## config.mk

```make
export PLATFORM = sky130hd
export DESIGN_NAME = tic_sqrt_cell
export DESIGN_NICKNAME = d
export VERILOG_FILES = /design/src/design/triangle_incentre_defines.svh /design/src/design/tic_pkg.sv /design/src/design/tic_sqrt_cell.sv
export SDC_FILE = /design/constraint.sdc
export NUM_CORES = 1
export LEC_CHECK = 0
export CAP_MARGIN = 20
export CELL_PAD_IN_SITES_DETAIL_PLACEMENT = 1
export CELL_PAD_IN_SITES_GLOBAL_PLACEMENT = 2
export CORE_ASPECT_RATIO = 1.25
export CORE_MARGIN = 2
export CORE_UTILIZATION = 36
export DETAILED_ROUTE_END_ITERATION = 12
export DONT_BUFFER_PORTS = 1
export PLACE_DENSITY_LB_ADDON = 0.1
export SYNTH_ARGS = -nofsm -noshare
export SYNTH_HDL_FRONTEND = slang
export SYNTH_SLANG_ARGS = --single-unit
```

## constraint.sdc

```tcl
create_clock -name clk -period 4.1 [get_ports clk]
set_input_delay 0.205 -clock clk [delete_from_list [all_inputs] [get_ports clk]]
set_output_delay 0.205 -clock clk [all_outputs]
set_load 0.01 [all_outputs]
```

## src/design/triangle_incentre_defines.svh

```systemverilog
// ----------------------------------------------------------------------------
// triangle_incentre_defines: assertion macros
// Concurrent assertion wrappers, compiled out when ASSERT_OFF is defined.
// ----------------------------------------------------------------------------
`ifndef TRIANGLE_INCENTRE_DEFINES_SVH
`define TRIANGLE_INCENTRE_DEFINES_SVH
`ifndef ASSERT_OFF
// antecedent implies consequent in the same cycle
`define TIC_ASSERT_IMPL(lbl, clk, rst_n, ante, cons) \
  lbl: assert property (@(posedge clk) disable iff (!rst_n) (ante) |-> (cons)) \
    else $error("assertion failed");
// antecedent implies consequent in the next cycle
`define TIC_ASSERT_NEXT(lbl, clk, rst_n, ante, cons) \
  lbl: assert property (@(posedge clk) disable iff (!rst_n) (ante) |=> (cons)) \
    else $error("assertion failed");
`else
`define TIC_ASSERT_IMPL(lbl, clk, rst_n, ante, cons)
`define TIC_ASSERT_NEXT(lbl, clk, rst_n, ante, cons)
`endif
`endif

```

## src/design/tic_pkg.sv

```systemverilog
// ----------------------------------------------------------------------------
// tic_pkg: triangle incentre package
// Widths, pipeline depths and transaction payload types.
// ----------------------------------------------------------------------------
package tic_pkg;

  localparam int CW       = 32;          // coordinate width
  localparam int LEN_W    = CW + 1;      // side length width
  localparam int SQ_W     = 2 * CW + 1;  // dx^2 + dy^2 width
  localparam int RAD_W    = 2 * LEN_W;   // radicand, padded to even
  localparam int REM_W    = LEN_W + 3;   // sqrt partial remainder
  localparam int PER_W    = LEN_W + 2;   // perimeter width
  localparam int PROD_W   = LEN_W + CW;  // length * coordinate
  localparam int NUM_W    = PROD_W + 2;  // weighted sum
  localparam int SQ_STEPS = LEN_W;       // one root bit per cell
  localparam int DV_STEPS = CW;          // one quotient bit per cell
  // input regs, diff, square, sum, sqrt chain, product, sum, divide, output
  localparam int LAT      = 4 + SQ_STEPS + 2 + DV_STEPS + 1;
  localparam int LEN_AT   = 4 + SQ_STEPS;
  localparam logic [CW-1:0] HALF = {1'b1, {(CW-1){1'b0}}};

  typedef struct packed {
    logic signed [CW-1:0] p0_x;
    logic signed [CW-1:0] p0_y;
    logic signed [CW-1:0] p1_x;
    logic signed [CW-1:0] p1_y;
    logic signed [CW-1:0] p2_x;
    logic signed [CW-1:0] p2_y;
  } in_t;

  typedef struct packed {
    logic signed [CW-1:0] centre_x;
    logic signed [CW-1:0] centre_y;
    logic                 degenerate;
  } out_t;

endpackage

```

## src/design/tic_sqrt_cell.sv

```systemverilog
// ----------------------------------------------------------------------------
// tic_sqrt_cell: one square root step
// Brings in two radicand bits, tries one root bit, hands on to the next cell.
// ----------------------------------------------------------------------------
module tic_sqrt_cell (
  input  logic                      clk,
  input  logic [tic_pkg::RAD_W-1:0] rad_i,
  input  logic [tic_pkg::REM_W-1:0] rem_i,
  input  logic [tic_pkg::LEN_W-1:0] root_i,
  output logic [tic_pkg::RAD_W-1:0] rad_o,
  output logic [tic_pkg::REM_W-1:0] rem_o,
  output logic [tic_pkg::LEN_W-1:0] root_o
);

  logic [tic_pkg::REM_W-1:0] rem_t;
  logic [tic_pkg::REM_W-1:0] trial;
  logic                      ge;

  // remainder keeps at most REM_W-2 live bits
  always_comb begin
    rem_t = {rem_i[tic_pkg::REM_W-3:0], rad_i[tic_pkg::RAD_W-1 -: 2]};
    trial = {1'b0, root_i, 2'b01};
    ge    = rem_t >= trial;
  end

  always_ff @(posedge clk) begin
    rad_o  <= {rad_i[tic_pkg::RAD_W-3:0], 2'b00};
    rem_o  <= ge ? rem_t - trial : rem_t;
    root_o <= {root_i[tic_pkg::LEN_W-2:0], ge};
  end

endmodule

```

==> results by group <==
Status
  • Status: complete, no violations

Floorplanning
  • Die height: 139 microns
  • Core Region: 0.0143 sq mm
  • Die area: 0.0156 sq mm
  • DIE WIDTH: 112 microns
  • Boundary pin count: 271
  • FP Rows: 49
  • Initial Utilization: 36.6%

Yosys
  • Combinational family with the most area after synthesis: compound AO/OA/AOI/OAI gates
  • Synth warnings: 0
  • Synthesized instance count: 477
  • Number of synthesized flops with an enable pin: 0
  • Register area share after synthesis: 50.7%
  • Synth Area in Compound Gates: 13.7%
  • Cell taking the most area after synthesis: dfxtp_1
  • Mapped cell area: 0.00525 sq mm
  • #FFs+latches synth: 133
  • Top-area cell type share of the netlist area: 50.7%
  • Top_reg_cell synth: dfxtp_1
  • Portion of netlist area occupied by mux cells: 8.70%
  • Simple-gate portion of the synthesized area: 8.58%
  • Top cells by area, synth: dfxtp_1 51%, ha_1 8.3%, mux2_4 7.4%, inv_1 3.4%, xnor2_1 3.2%
  • Asr flop ratio synth: 0%
  • Post-synth cell types: 56
  • Synth Area in Adders: 8.35%
  • Post-Synth XOR/XNOR Area: 5.17%
  • Synthesized area per cell: 11.0 sq um

Global routing
  • GR Overflow Total: 0
  • Initial antenna violation count: 0
  • Largest net degree at the start of global routing: 36
  • M3 GR Usage: 6.69%
  • Vias in the first global route: 4524
  • GRT Util Overall: 20.3%
  • Met2 GRT Util: 38.2%
  • GRT Max-Usage Layer: met2
  • Met1 Track Usage GR: 21.3%
  • First-pass GRT wire length: 24600 microns

Setup path
  • Arr. time, crit path: 3.42 ns
  • Crit path cell chain: dlygate4sd3_1, inv_1, ha_1, nor2b_4, o311ai_2, a32oi_2, a31oi_4, o211ai_4, a41o_4, a21oi_4, inv_4, mux2_4
  • Crit end category: flip-flop
  • Setup crit start kind: input port
  • CP max-delay cell: dlygate4sd3_1
  • Setup CP Type: input port to flip-flop
  • Critical Path Fanout Max: 35
  • Crit path largest cell delay: 0.54 ns
  • Setup crit start: rad_i[65]
  • WP data required: 4.41 ns

Finish
  • Net count, final: 790
  • Antenna diodes: 0
  • Share of layout cells above drive strength 1: 12.2%
  • Area Growth Syn to Fin: 39.9%
  • Post-layout util: 51.2%

Detailed routing
  • Post-route ant nets: 0
  • Drt wl/cell: 19.7 microns
  • DR vias: 4029
  • DRC errors left: 0
  • Via density: 4.97
  • Initial DRC Count: 151
  • First-pass iteration count of the detailed router: 4
  • DRT Wirelength: 16000 microns

Clock network
  • Clock Path Buffers: 2
  • Worst-path clk slew: 0.07 ns
  • PostCTS Resize Cnt: 0
  • H-tree Lvls: 4
  • TritonCTS buffer count: 17
  • CTS tree: yes
  • Clock root buffer: clkbuf_16
  • CTS Sinks: 133

Timing
  • Fin. max-slew vios: 0
  • Tcrit/Tclk final: 76.0%
  • Slew margin rel.: 57.6%
  • Final setup viols: 0
  • Worst slew pin tran: 0.637 ns
  • Min Tclk post-route: 3.12 ns
  • Max Freq: 321 MHz
  • Fin. Hold Viols: 0
  • Setup TNS: 0 ns
  • RSZ-0062 raised after global routing: false
  • Final WS setup: 0.983 ns

Placement
  • IO buf count: 0
  • DP Worst Slack: 0.868 ns
  • GP Congestion: 0.757
  • DP Wirelength: 10100 microns

Power and ir drop
  • Sw Share: 27.7%
  • Reg power frac: 41.2%
  • Worst vdd ir: 0.415 mV
  • Clk pwr share: 43.5%
  • P_int: 2.72 mW
  • Leak: 3.27 nW
  • Gate power share: 15.4%
  • Pwr Density: 513 mW/mm^2
  • Net Sw Power: 1.04 mW

Flow run
  • Max_cap viols: 0

Worst hold path
  • Worst hold start: rad_i[64]
  • HP Class: input port to flip-flop
[cell families after synthesis]
family          count (synthesis)
mux                            32
other cells                     1
flops                         133
compound gates                100
xor+xnor                       31
fa+ha+maj                      35
buf+inv                        57
simple gates                   88
[final cells by class]
type                       count  area, sq um
timing repair buffer         131         1310
sequential                   133         2660
inverter                      48          183
clock inverter                14          190
multi-input combinational    288         2340
fill                        1511         7010
clock buffer                  18          429
tap                          178          223
[stage by stage]
step | hold WS [ns] | area (sq um) | total power [mW] | std cells
2_1_floorplan | 0.233 | 5250 | 1.95 | 478
3_3_place_gp | 0.233 | 5410 | 2.05 | 647
3_5_place_dp | 0.233 | 5410 | 2.05 | 647
4_1_cts | 0.0399 | 7340 | 3.79 | 810
5_1_grt | 0.0613 | 7340 | 3.93 | 810
6_report | 0.0491 | 7340 | 3.76 | 810
[critical path, delay by kind of cell]
kind | cells | cell delay (ns)
AO/OA/AOI/OAI | 6 | 1.61
buffers and inverters | 3 | 0.90
multiplexers | 1 | 0.38
adder cells (fa/ha/maj) | 1 | 0.24
AND/OR/NAND/NOR | 1 | 0.06
[layer usage]
| layer | up-vias | part of all wire (%) |
|---|---|---|
| met5 | - | 0 |
| met4 | 0 | 1.5 |
| met3 | 18 | 7.0 |
| met2 | 176 | 54 |
| met1 | 1899 | 37 |
| li1 | 1936 | - |
[layout by cell type, fill, tap and decap left out, types with 5 or more instances in the layout]
| master | n |
|---|---|
| xnor2_1 | 19 |
| nand2_1 | 27 |
| o21a_1 | 5 |
| a21o_1 | 9 |
| mux2_2 | 5 |
| inv_1 | 47 |
| a21oi_1 | 33 |
| inv_6 | 5 |
| o21ai_0 | 20 |
| xor2_1 | 12 |
| ha_1 | 35 |
| mux2_4 | 26 |
| clkbuf_16 | 17 |
| and3_1 | 11 |
| nand3_1 | 9 |
| nor2_1 | 12 |
| dlygate4sd3_1 | 131 |
| dfxtp_1 | 133 |
| nand4_1 | 7 |
| nor3_1 | 5 |
[flip-flops by register name, indices dropped and copies added, names as in the netlist]
name	flops
rem_o	36
rad_o	64
root_o	33
[power groups by stage]
stage	registers, mW	logic [mW]	clock network [mW]
after detailed placement	1.58	0.477	0
after global routing	1.56	0.638	1.74
after CTS	1.55	0.582	1.66
after global placement	1.58	0.474	0
final	1.55	0.578	1.64
after floorplan	1.55	0.393	0
[cell usage after synthesis (2+ instances only)]
cell type and n:
a211oi_1 3, a21o_1 9, a21oi_1 33, a31o_2 2
and2_1 3, and3_1 11, and4_1 2, buf_4 2
buf_6 3, clkbuf_1 4, dfxtp_1 133, ha_1 35
inv_1 47, mux2_2 5, mux2_4 26, nand2_1 27
nand3_1 9, nand4_1 7, nor2_1 12, nor2b_1 4
nor3_1 5, nor3b_1 2, o211ai_1 4, o21a_1 5
o21ai_0 20, o21bai_1 4, or2_2 2, xnor2_1 19
xor2_1 12
[timing repair]
| action | in CTS | in global routing |
|---|---|---|
| hold buffers | 131 | 0 |
| hold endpoints to repair | 131 | 0 |
| setup buffers | 0 | 0 |
[path summary, 6_finish.rpt]
kind                             to  slack [ns]  depth (start not counted)
setup / recovery  rem_o[19]$_DFF_P_        0.98                         12
hold / removal     rem_o[1]$_DFF_P_        0.05                          3
Power figures use the tool's default switching activity.
