$ cat config.mk
export PLATFORM = sky130hd
export DESIGN_NAME = tic_div_cell
export DESIGN_NICKNAME = d
export VERILOG_FILES = /design/src/design/triangle_incentre_defines.svh /design/src/design/tic_pkg.sv /design/src/design/tic_div_cell.sv
export SDC_FILE = /design/constraint.sdc
export NUM_CORES = 1
export LEC_CHECK = 0
export BUFFER_PORTS_ARGS = -buffer_cell sky130_fd_sc_hd__clkbuf_2
export CORE_MARGIN = 3
export CORE_UTILIZATION = 49
export CTS_CLUSTER_SIZE = 8
export DETAILED_ROUTE_END_ITERATION = 12
export PLACE_DENSITY_LB_ADDON = 0.2
export SLEW_MARGIN = 20
export SYNTH_ARGS = -nofsm -noshare
export SYNTH_HDL_FRONTEND = slang
export SYNTH_SLANG_ARGS = --single-unit
$ cat constraint.sdc
create_clock -name clk -period 4.2 [get_ports clk]
set_input_delay 0.42 -clock clk [delete_from_list [all_inputs] [get_ports clk]]
set_output_delay 0.42 -clock clk [all_outputs]
set_load 0.05 [all_outputs]
$ cat src/design/triangle_incentre_defines.svh
// ----------------------------------------------------------------------------
// triangle_incentre_defines: assertion macros
// Concurrent assertion wrappers, compiled out when ASSERT_OFF is defined.
// ----------------------------------------------------------------------------
`ifndef TRIANGLE_INCENTRE_DEFINES_SVH
`define TRIANGLE_INCENTRE_DEFINES_SVH
`ifndef ASSERT_OFF
// antecedent implies consequent in the same cycle
`define TIC_ASSERT_IMPL(lbl, clk, rst_n, ante, cons) \
  lbl: assert property (@(posedge clk) disable iff (!rst_n) (ante) |-> (cons)) \
    else $error("assertion failed");
// antecedent implies consequent in the next cycle
`define TIC_ASSERT_NEXT(lbl, clk, rst_n, ante, cons) \
  lbl: assert property (@(posedge clk) disable iff (!rst_n) (ante) |=> (cons)) \
    else $error("assertion failed");
`else
`define TIC_ASSERT_IMPL(lbl, clk, rst_n, ante, cons)
`define TIC_ASSERT_NEXT(lbl, clk, rst_n, ante, cons)
`endif
`endif

$ cat src/design/tic_pkg.sv
// ----------------------------------------------------------------------------
// tic_pkg: triangle incentre package
// Widths, pipeline depths and transaction payload types.
// ----------------------------------------------------------------------------
package tic_pkg;

  localparam int CW       = 32;          // coordinate width
  localparam int LEN_W    = CW + 1;      // side length width
  localparam int SQ_W     = 2 * CW + 1;  // dx^2 + dy^2 width
  localparam int RAD_W    = 2 * LEN_W;   // radicand, padded to even
  localparam int REM_W    = LEN_W + 3;   // sqrt partial remainder
  localparam int PER_W    = LEN_W + 2;   // perimeter width
  localparam int PROD_W   = LEN_W + CW;  // length * coordinate
  localparam int NUM_W    = PROD_W + 2;  // weighted sum
  localparam int SQ_STEPS = LEN_W;       // one root bit per cell
  localparam int DV_STEPS = CW;          // one quotient bit per cell
  // input regs, diff, square, sum, sqrt chain, product, sum, divide, output
  localparam int LAT      = 4 + SQ_STEPS + 2 + DV_STEPS + 1;
  localparam int LEN_AT   = 4 + SQ_STEPS;
  localparam logic [CW-1:0] HALF = {1'b1, {(CW-1){1'b0}}};

  typedef struct packed {
    logic signed [CW-1:0] p0_x;
    logic signed [CW-1:0] p0_y;
    logic signed [CW-1:0] p1_x;
    logic signed [CW-1:0] p1_y;
    logic signed [CW-1:0] p2_x;
    logic signed [CW-1:0] p2_y;
  } in_t;

  typedef struct packed {
    logic signed [CW-1:0] centre_x;
    logic signed [CW-1:0] centre_y;
    logic                 degenerate;
  } out_t;

endpackage

$ cat src/design/tic_div_cell.sv
// ----------------------------------------------------------------------------
// tic_div_cell: one restoring division step
// Shifts in one numerator bit and produces one quotient bit.
// ----------------------------------------------------------------------------
module tic_div_cell (
  input  logic                      clk,
  input  logic [tic_pkg::PER_W-1:0] rem_i,
  input  logic [tic_pkg::CW-1:0]    num_i,
  input  logic [tic_pkg::CW-1:0]    q_i,
  input  logic [tic_pkg::PER_W-1:0] d_i,
  output logic [tic_pkg::PER_W-1:0] rem_o,
  output logic [tic_pkg::CW-1:0]    num_o,
  output logic [tic_pkg::CW-1:0]    q_o,
  output logic [tic_pkg::PER_W-1:0] d_o
);

  logic [tic_pkg::PER_W:0] t;
  logic [tic_pkg::PER_W:0] diff;
  logic                    ge;

  // remainder stays below the divisor, so t fits one extra bit
  always_comb begin
    t    = {rem_i, num_i[tic_pkg::CW-1]};
    diff = t - {1'b0, d_i};
    ge   = t >= {1'b0, d_i};
  end

  always_ff @(posedge clk) begin
    rem_o <= ge ? diff[tic_pkg::PER_W-1:0] : t[tic_pkg::PER_W-1:0];
    num_o <= {num_i[tic_pkg::CW-2:0], 1'b0};
    q_o   <= {q_i[tic_pkg::CW-2:0], ge};
    d_o   <= d_i;
  end

endmodule

==> summary.txt, run 1 <==
Yosys
  • Dominant cell type by area after synthesis: dfxtp_1
  • Synth Register Bits: 133
  • Mapped Area: 5250 µm²
  • Syn Nets: 707
  • Syn_area_per_cell: 9.79 µm²
  • Post-synth top area share: 50.8%
  • Ys Warns: 0
  • Fraction of registers with async set/reset: 0%
  • Sequential element share of the synthesized area: 50.8%
  • Count of different cell masters after synthesis: 57
  • Top cells by area, synth: dfxtp_1 51%, ha_1 8.3%, nand2_1 4.5%
  • Top_reg_cell synth: dfxtp_1
  • Mapped Cells: 536
  • EDFF count, synth: 0

Routing
  • DR DRC count: 0
  • Via count: 5325
  • Initial DRT Pass Iterations: 5
  • Wire per inst: 17.8 µm
  • DRT antenna net count: 0
  • Vias/cell: 5.08
  • DRT iter0 DRCs: 334
  • Detailed-route wire length: 18700 µm

GRT
  • Largest net degree at the start of global routing: 25
  • Vias in the first global route: 5459
  • GRT overflow: 0
  • Initial antenna violation count: 1
  • Tot GR Track Use: 31.2%
  • First-pass GRT wire length: 28100 µm

Power and ir drop
  • PwrDens: 501 nW/µm²
  • Comb power frac: 28.2%
  • Share of power burned in registers: 34.8%
  • Switching share of power: 35.2%
  • Clock power share: 37.0%
  • Maximum vdd drop: 0.357 mV
  • P_sw: 1.45 mW
  • Internal power: 2.66 mW
  • Leak pwr: 4.13 nW

CTS
  • Clock-pin slew on the worst setup and hold paths: 0.06 ns
  • Root Driver: clkbuf_8
  • H-tree depth: 4
  • Clk sinks: 133
  • Clock buffer count from CTS: 17
  • Max clock buf depth: 2
  • CTS tree: yes

Timing
  • Relative slew slack: 39.1%
  • Max-slew violation count: 0
  • Final setup margin: 0.890 ns
  • Final period utilization: 78.8%
  • Final setup vio count: 0
  • Final Hold Fails: 0
  • Min Tclk post-route: 3.31 ns
  • Final setup TNS: 0 ns
  • RSZ-0062 raised after global routing: false
  • Worst-Margin Slew: 0.913 ns
  • Max Fclk: 302 MHz

Worst setup path
  • Delay of the slowest critical-path stage: 0.53 ns
  • Delay-heaviest family, CP: buffers and inverters
  • Cell mode on critical path: and3_1
  • Crit path DAT: 3.77 ns
  • Buf/Inv on CP: 4
  • Critical path cell sequence: dlygate4sd3_1 -> clkbuf_2 -> inv_1 -> ha_1 -> and3_1 -> a211oi_2 -> a2111oi_4 -> nand4bb_2 -> and3_1 -> o32ai_4 -> buf_4 -> nand2_1 -> o21ai_1
  • WS Path Type: primary input to flop
  • Crit path launch type: primary input
  • CP endpoint kind: flop
  • Crit-path max FO: 24
  • Req. time, crit path: 4.66 ns
  • Slowest-stage cell, CP: dlygate4sd3_1

Place
  • PortBufs: 266
  • Final Wtd Congestion: 0.910
  • Placed cells: 926
  • Area of placed instances: 6700 µm²
  • Pre-CTS WS: 0.755 ns
  • DP HPWL: 12400 µm

Floorplan
  • Initial Util: 50.6%
  • I/O pins: 269
  • Core area: 10400 µm²
  • Chip height: 109 µm
  • Die X: 109 µm
  • Row count: 37
  • Die area: 12000 µm²

Layout
  • Final core occ: 79.1%
  • Layout cells sized above 1: 33.9%
  • Most frequent cells in the layout: 266 x clkbuf_2, 133 x dfxtp_1, 89 x dlygate4sd3_1, 63 x nand2_1, 41 x inv_1
  • Layout Cell Area excl Fill: 8200 µm²
  • Layout Cells excl Fill: 1048
  • Total Nets Final: 1069
  • Area delta synth->final: 56.3%
  • Most common cell after layout, fill and taps aside: clkbuf_2

Run status
  • Status: finished, final reports clean

Hold path
  • Hold WC Path Type: primary input to flop

Job
  • Max Cap Viol: 0
## worst paths after layout
| check | from | to | slack [ns] | depth (start not counted) |
|---|---|---|---|---|
| hold / removal | d_i[22] | d_o[22] | 0.02 | 1 |
| setup / recovery | d_i[5] | rem_o[21] | 0.89 | 13 |
## cells in the mapped netlist (11+ instances only)
| cell | instances |
|---|---|
| nor2_1 | 16 |
| a21o_1 | 16 |
| dfxtp_1 | 133 |
| xnor2_1 | 12 |
| o21ai_0 | 16 |
| inv_1 | 41 |
| o21ai_1 | 29 |
| and3_1 | 11 |
| xor2_1 | 16 |
| ha_1 | 35 |
| a21oi_1 | 32 |
| nand2_1 | 63 |
## flip-flops by register name, summed over array words and instances (netlist names)
| name | count |
|---|---|
| num_o | 31 |
| rem_o | 35 |
| q_o | 32 |
| d_o | 35 |
## through the flow
stage | power, mW | hold slack, ns
6_report | 4.11 | 0.0248
5_1_grt | 4.27 | 0.000940
4_1_cts | 4.11 | 0.00126
3_5_place_dp | 2.53 | 0.524
3_3_place_gp | 2.51 | 0.523
2_1_floorplan | 2.24 | 0.448
## what timing repair did
action	in CTS	in global routing
endpoints found under the setup margin	0	0
hold buffers	89	0
gates resized for setup	0	0
endpoints found under the hold margin	89	0
setup buffers	0	0
## power groups by stage
| stage | Clock, mW | Sequential [mW] | Combinational [mW] |
|---|---|---|---|
| 2_1_floorplan | 0 | 1.90 | 0.344 |
| 3_3_place_gp | 0 | 1.45 | 1.06 |
| 3_5_place_dp | 0 | 1.45 | 1.08 |
| 4_1_cts | 1.54 | 1.42 | 1.15 |
| 5_1_grt | 1.60 | 1.44 | 1.23 |
| 6_report | 1.52 | 1.43 | 1.16 |
## area by class of cell
class                      count  area [µm²]
clock buffer                  18         418
multi-input combinational    347        2360
inverter                      42         158
tap                          136         170
antenna                        1        2.50
sequential                   133        2660
timing repair buffer         357        2240
fill                         697        2170
clock inverter                14         189
## routing by layer
layer	wire, µm	up-vias	GRT usage (%)
met5	0	-	0
met4	777	0	16.2
met3	1490	59	9.51
met2	9170	242	53.7
met1	7270	2435	34.7
li1	-	2589	-
## logic make-up (layout without fill, tap and decap cells)
logic type	Yosys count	count (layout)	share of synthesized area, %
adder cells (fa/ha/maj)	36	36	8.73
buffers and inverters	56	431	4.44
AND/OR/NAND/NOR	137	137	12.6
AO/OA/AOI/OAI	141	141	17.9
other	1	2	0.0715
multiplexers	4	4	0.835
flip-flops	133	133	50.8
XOR/XNOR	28	28	4.68
Power figures use the tool's default switching activity.
==> run 2: changes to the inputs <==
--- a/config.mk
+++ b/config.mk
@@ -7,7 +7,7 @@
 export LEC_CHECK = 0
 export BUFFER_PORTS_ARGS = -buffer_cell sky130_fd_sc_hd__clkbuf_2
 export CORE_MARGIN = 3
-export CORE_UTILIZATION = 49
+export CORE_UTILIZATION = 41
 export CTS_CLUSTER_SIZE = 8
 export DETAILED_ROUTE_END_ITERATION = 12
 export PLACE_DENSITY_LB_ADDON = 0.2
==> constraint.sdc (replaced) <==
create_clock -name clk -period 3 [get_ports clk]
set_input_delay 0.3 -clock clk [delete_from_list [all_inputs] [get_ports clk]]
set_output_delay 0.3 -clock clk [all_outputs]
set_load 0.05 [all_outputs]
==> run 2 against run 1 <==
- setup slack got worse by 0.84 ns
- routed wire length shrank 7.1%
- die area rose by 18%
- flip-flop and latch count unchanged
- design area up 2.8%
- non-clock buffer count is 14 higher
- sequential share of layout area shrank 0.90 points
- via count down 0.73%
- final cell count rose by 4.3%
- largest cell class unchanged
- critical path type unchanged
==> summary.txt, run 2 (synthesis gave the netlist of run 1 again) <==
Power and ir drop
  • Maximum vdd drop: 0.356 mV (was 0.357 mV)
  • Share of power burned in registers: 34.6% (was 34.8%)
  • Clock power share: 36.8% (was 37.0%)
  • P_sw: 2.04 mW (was 1.45 mW)
  • Switching share of power: 35.3% (was 35.2%)
  • Leak pwr: 4.19 nW (was 4.13 nW)
  • PwrDens: 685 nW/µm² (was 501 nW/µm²)
  • Internal power: 3.73 mW (was 2.66 mW)
  • Comb power frac: 28.6% (was 28.2%)

Layout
  • Area delta synth->final: 60.7% (was 56.3%)
  • Top flop regs: d_o x35, rem_o x35, q_o x32 (unchanged)
  • Layout Cells excl Fill: 1093 (was 1048)
  • Layout Cell Area excl Fill: 8430 µm² (was 8200 µm²)
  • Total Nets Final: 1083 (was 1069)
  • Most common cell after layout, fill and taps aside: clkbuf_2 (unchanged)
  • Layout cells sized above 1: 36.2% (was 33.9%)
  • Ant diodes: 0 (was 1)
  • Most frequent cells in the layout: 266 x clkbuf_2, 133 x dfxtp_1, 89 x dlygate4sd3_1, 63 x nand2_1, 41 x inv_1 (unchanged)
  • Fillcell total: 947 (was 697)

Worst setup path
  • Crit path DAT: 3.26 ns (was 3.77 ns)
  • Delay-heaviest family, CP: compound AO/OA/AOI/OAI gates (was buffers and inverters)
  • Buf/Inv on CP: 3 (was 4)
  • CP endpoint kind: flop (unchanged)
  • Critical path cell sequence: dlygate4sd3_1 -> clkbuf_2 -> inv_1 -> ha_1 -> a21o_1 -> a21oi_1 -> a21oi_1 -> or4_1 -> a21oi_1 -> o31ai_1 -> xor2_1 -> mux2_1 (was dlygate4sd3_1 -> clkbuf_2 -> inv_1 -> ha_1 -> and3_1 -> a211oi_2 -> a2111oi_4 -> nand4bb_2 -> and3_1 -> o32ai_4 -> buf_4 -> nand2_1 -> o21ai_1)
  • Critical Path Sink: rem_o[15] (was rem_o[21])
  • Worst setup path start: d_i[3] (was d_i[5])
  • CP Depth: 12 (was 13)
  • Delay of the slowest critical-path stage: 0.52 ns (was 0.53 ns)
  • Crit path launch type: primary input (unchanged)
  • Req. time, crit path: 3.31 ns (was 4.66 ns)
  • WS Path Type: primary input to flop (unchanged)
  • Cell mode on critical path: a21oi_1 (was and3_1)
  • Slowest-stage cell, CP: dlygate4sd3_1 (unchanged)
  • Crit-path max FO: 6 (was 24)

Timing
  • Min Tclk post-route: 2.95 ns
  • Relative slew slack: 60.7% (was 39.1%)
  • Worst-Margin Slew: 0.590 ns (was 0.913 ns)
  • Final setup margin: 0.0529 ns (was 0.890 ns)
  • Max Fclk: 339 MHz
  • WHS: 0.0128 ns (was 0.0248 ns)
  • Max-slew violation count: 0 (unchanged)
  • Final period utilization: 98.2%
  • Final setup vio count: 0 (unchanged)
  • Final Hold Fails: 0 (unchanged)

Routing
  • Wire per inst: 15.9 µm (was 17.8 µm)
  • Detailed-route wire length: 17400 µm (was 18700 µm)
  • Max layer used: met4 (unchanged)
  • Wire length on met3: 1140 µm (was 1490 µm)
  • Via count: 5286 (was 5325)
  • Metal-1 WL: 7050 µm (was 7270 µm)
  • Initial DRT Pass Iterations: 5 (unchanged)
  • DRT iter0 DRCs: 269 (was 334)
  • DRT antenna net count: 0 (unchanged)
  • Routed length on met2: 8670 µm (was 9170 µm)
  • Vias/cell: 4.84 (was 5.08)
  • DR DRC count: 0 (unchanged)

Run status
  • Status: finished, final reports clean (unchanged)

Floorplan
  • Die X: 119 µm (was 109 µm)
  • Chip height: 119 µm (was 109 µm)
  • Die area: 14200 µm² (was 12000 µm²)
  • Core area: 12300 µm² (was 10400 µm²)
  • I/O pins: 269 (unchanged)
  • Initial Util: 42.8% (was 50.6%)
  • Row count: 40 (was 37)

GRT
  • Vias in the first global route: 5281 (was 5459)
  • First-pass GRT wire length: 27200 µm (was 28100 µm)
  • Tot GR Track Use: 24.3% (was 31.2%)
  • Initial antenna violation count: 0 (was 1)
  • Largest net degree at the start of global routing: 43 (was 25)
  • GRT overflow: 0 (unchanged)

CTS
  • Clk sinks: 133 (unchanged)
  • H-tree depth: 4 (unchanged)
  • Max clock buf depth: 2 (unchanged)
  • Clock buffer count from CTS: 17 (unchanged)
  • Clock-pin slew on the worst setup and hold paths: 0.07 ns (was 0.06 ns)
  • Root Driver: clkbuf_16 (was clkbuf_8)
  • CTS tree: yes (unchanged)

Place
  • Area of placed instances: 6850 µm² (was 6700 µm²)
  • PortBufs: 266 (unchanged)
  • DP HPWL: 12300 µm (was 12400 µm)
  • Final Wtd Congestion: 0.879 (was 0.910)
  • Placed cells: 971 (was 926)
  • Pre-CTS WS: -0.0516 ns (was 0.755 ns)

Hold path
  • Hold WC Path Type: primary input to flop (unchanged)

Job
  • Max Cap Viol: 0 (unchanged)
-- run 2: per-stage QoR --
stage / util (%) / setup TNS, ns / power (mW)
2_1_floorplan: - / 0 / 3.14
3_3_place_gp: 55.8 / 0 / 3.55
3_5_place_dp: 55.8 / -0.0516 / 3.56
4_1_cts: 68.0 / 0 / 5.77
5_1_grt: 68.8 / -0.0400 / 6.01
6_report: 68.8 / 0 / 5.77
-- run 2: layout make-up --
type	count	area (µm²)	area share [%]
Sequential cell	133	2660	31.6
Multi-Input combinational cell	347	2440	28.9
Timing Repair Buffer	371	2350	27.9
Clock buffer	18	439	5.21
Tap cell	168	210	2.49
Clock inverter	14	166	1.97
Inverter	42	158	1.87
-- run 2: how the worst min path moves through the flow --
| stage | startpoint | end | slack [ns] | depth (start not counted) |
|---|---|---|---|---|
| after floorplan | d_i[0] | d_o[0] | 0.33 | 0 |
| after global placement | num_i[28] | num_o[29] | 0.40 | 1 |
| after detailed placement | num_i[2] | num_o[3] | 0.40 | 1 |
| after CTS | d_i[19] | d_o[19] | 0.002 | 1 |
| after global routing | d_i[22] | d_o[22] | 0.003 | 1 |
| final | d_i[22] | d_o[22] | 0.01 | 1 |
-- run 2: what timing repair did --
item / in CTS / in global routing
resized for setup: 0 / 13
hold endpoints to repair: 88 / 1
hold buffers: 88 / 1
setup endpoints to repair: 0 / 11
buffers inserted: 0 / 1
-- run 2: metal layers --
metal  track usage (%)  vias up
met2              42.9      204
met3              7.08       46
met4              8.69        0
li1                  -     2627
met5                 0        -
met1              27.8     2409
-- run 2: power by group through the flow --
stage                     Clock (mW)  Combinational, mW  Sequential (mW)
after floorplan                    0              0.482             2.66
after global placement             0               1.52             2.03
after detailed placement           0               1.53             2.03
after CTS                       2.15               1.63             1.99
after global routing            2.24               1.76             2.01
final                           2.13               1.65             2.00
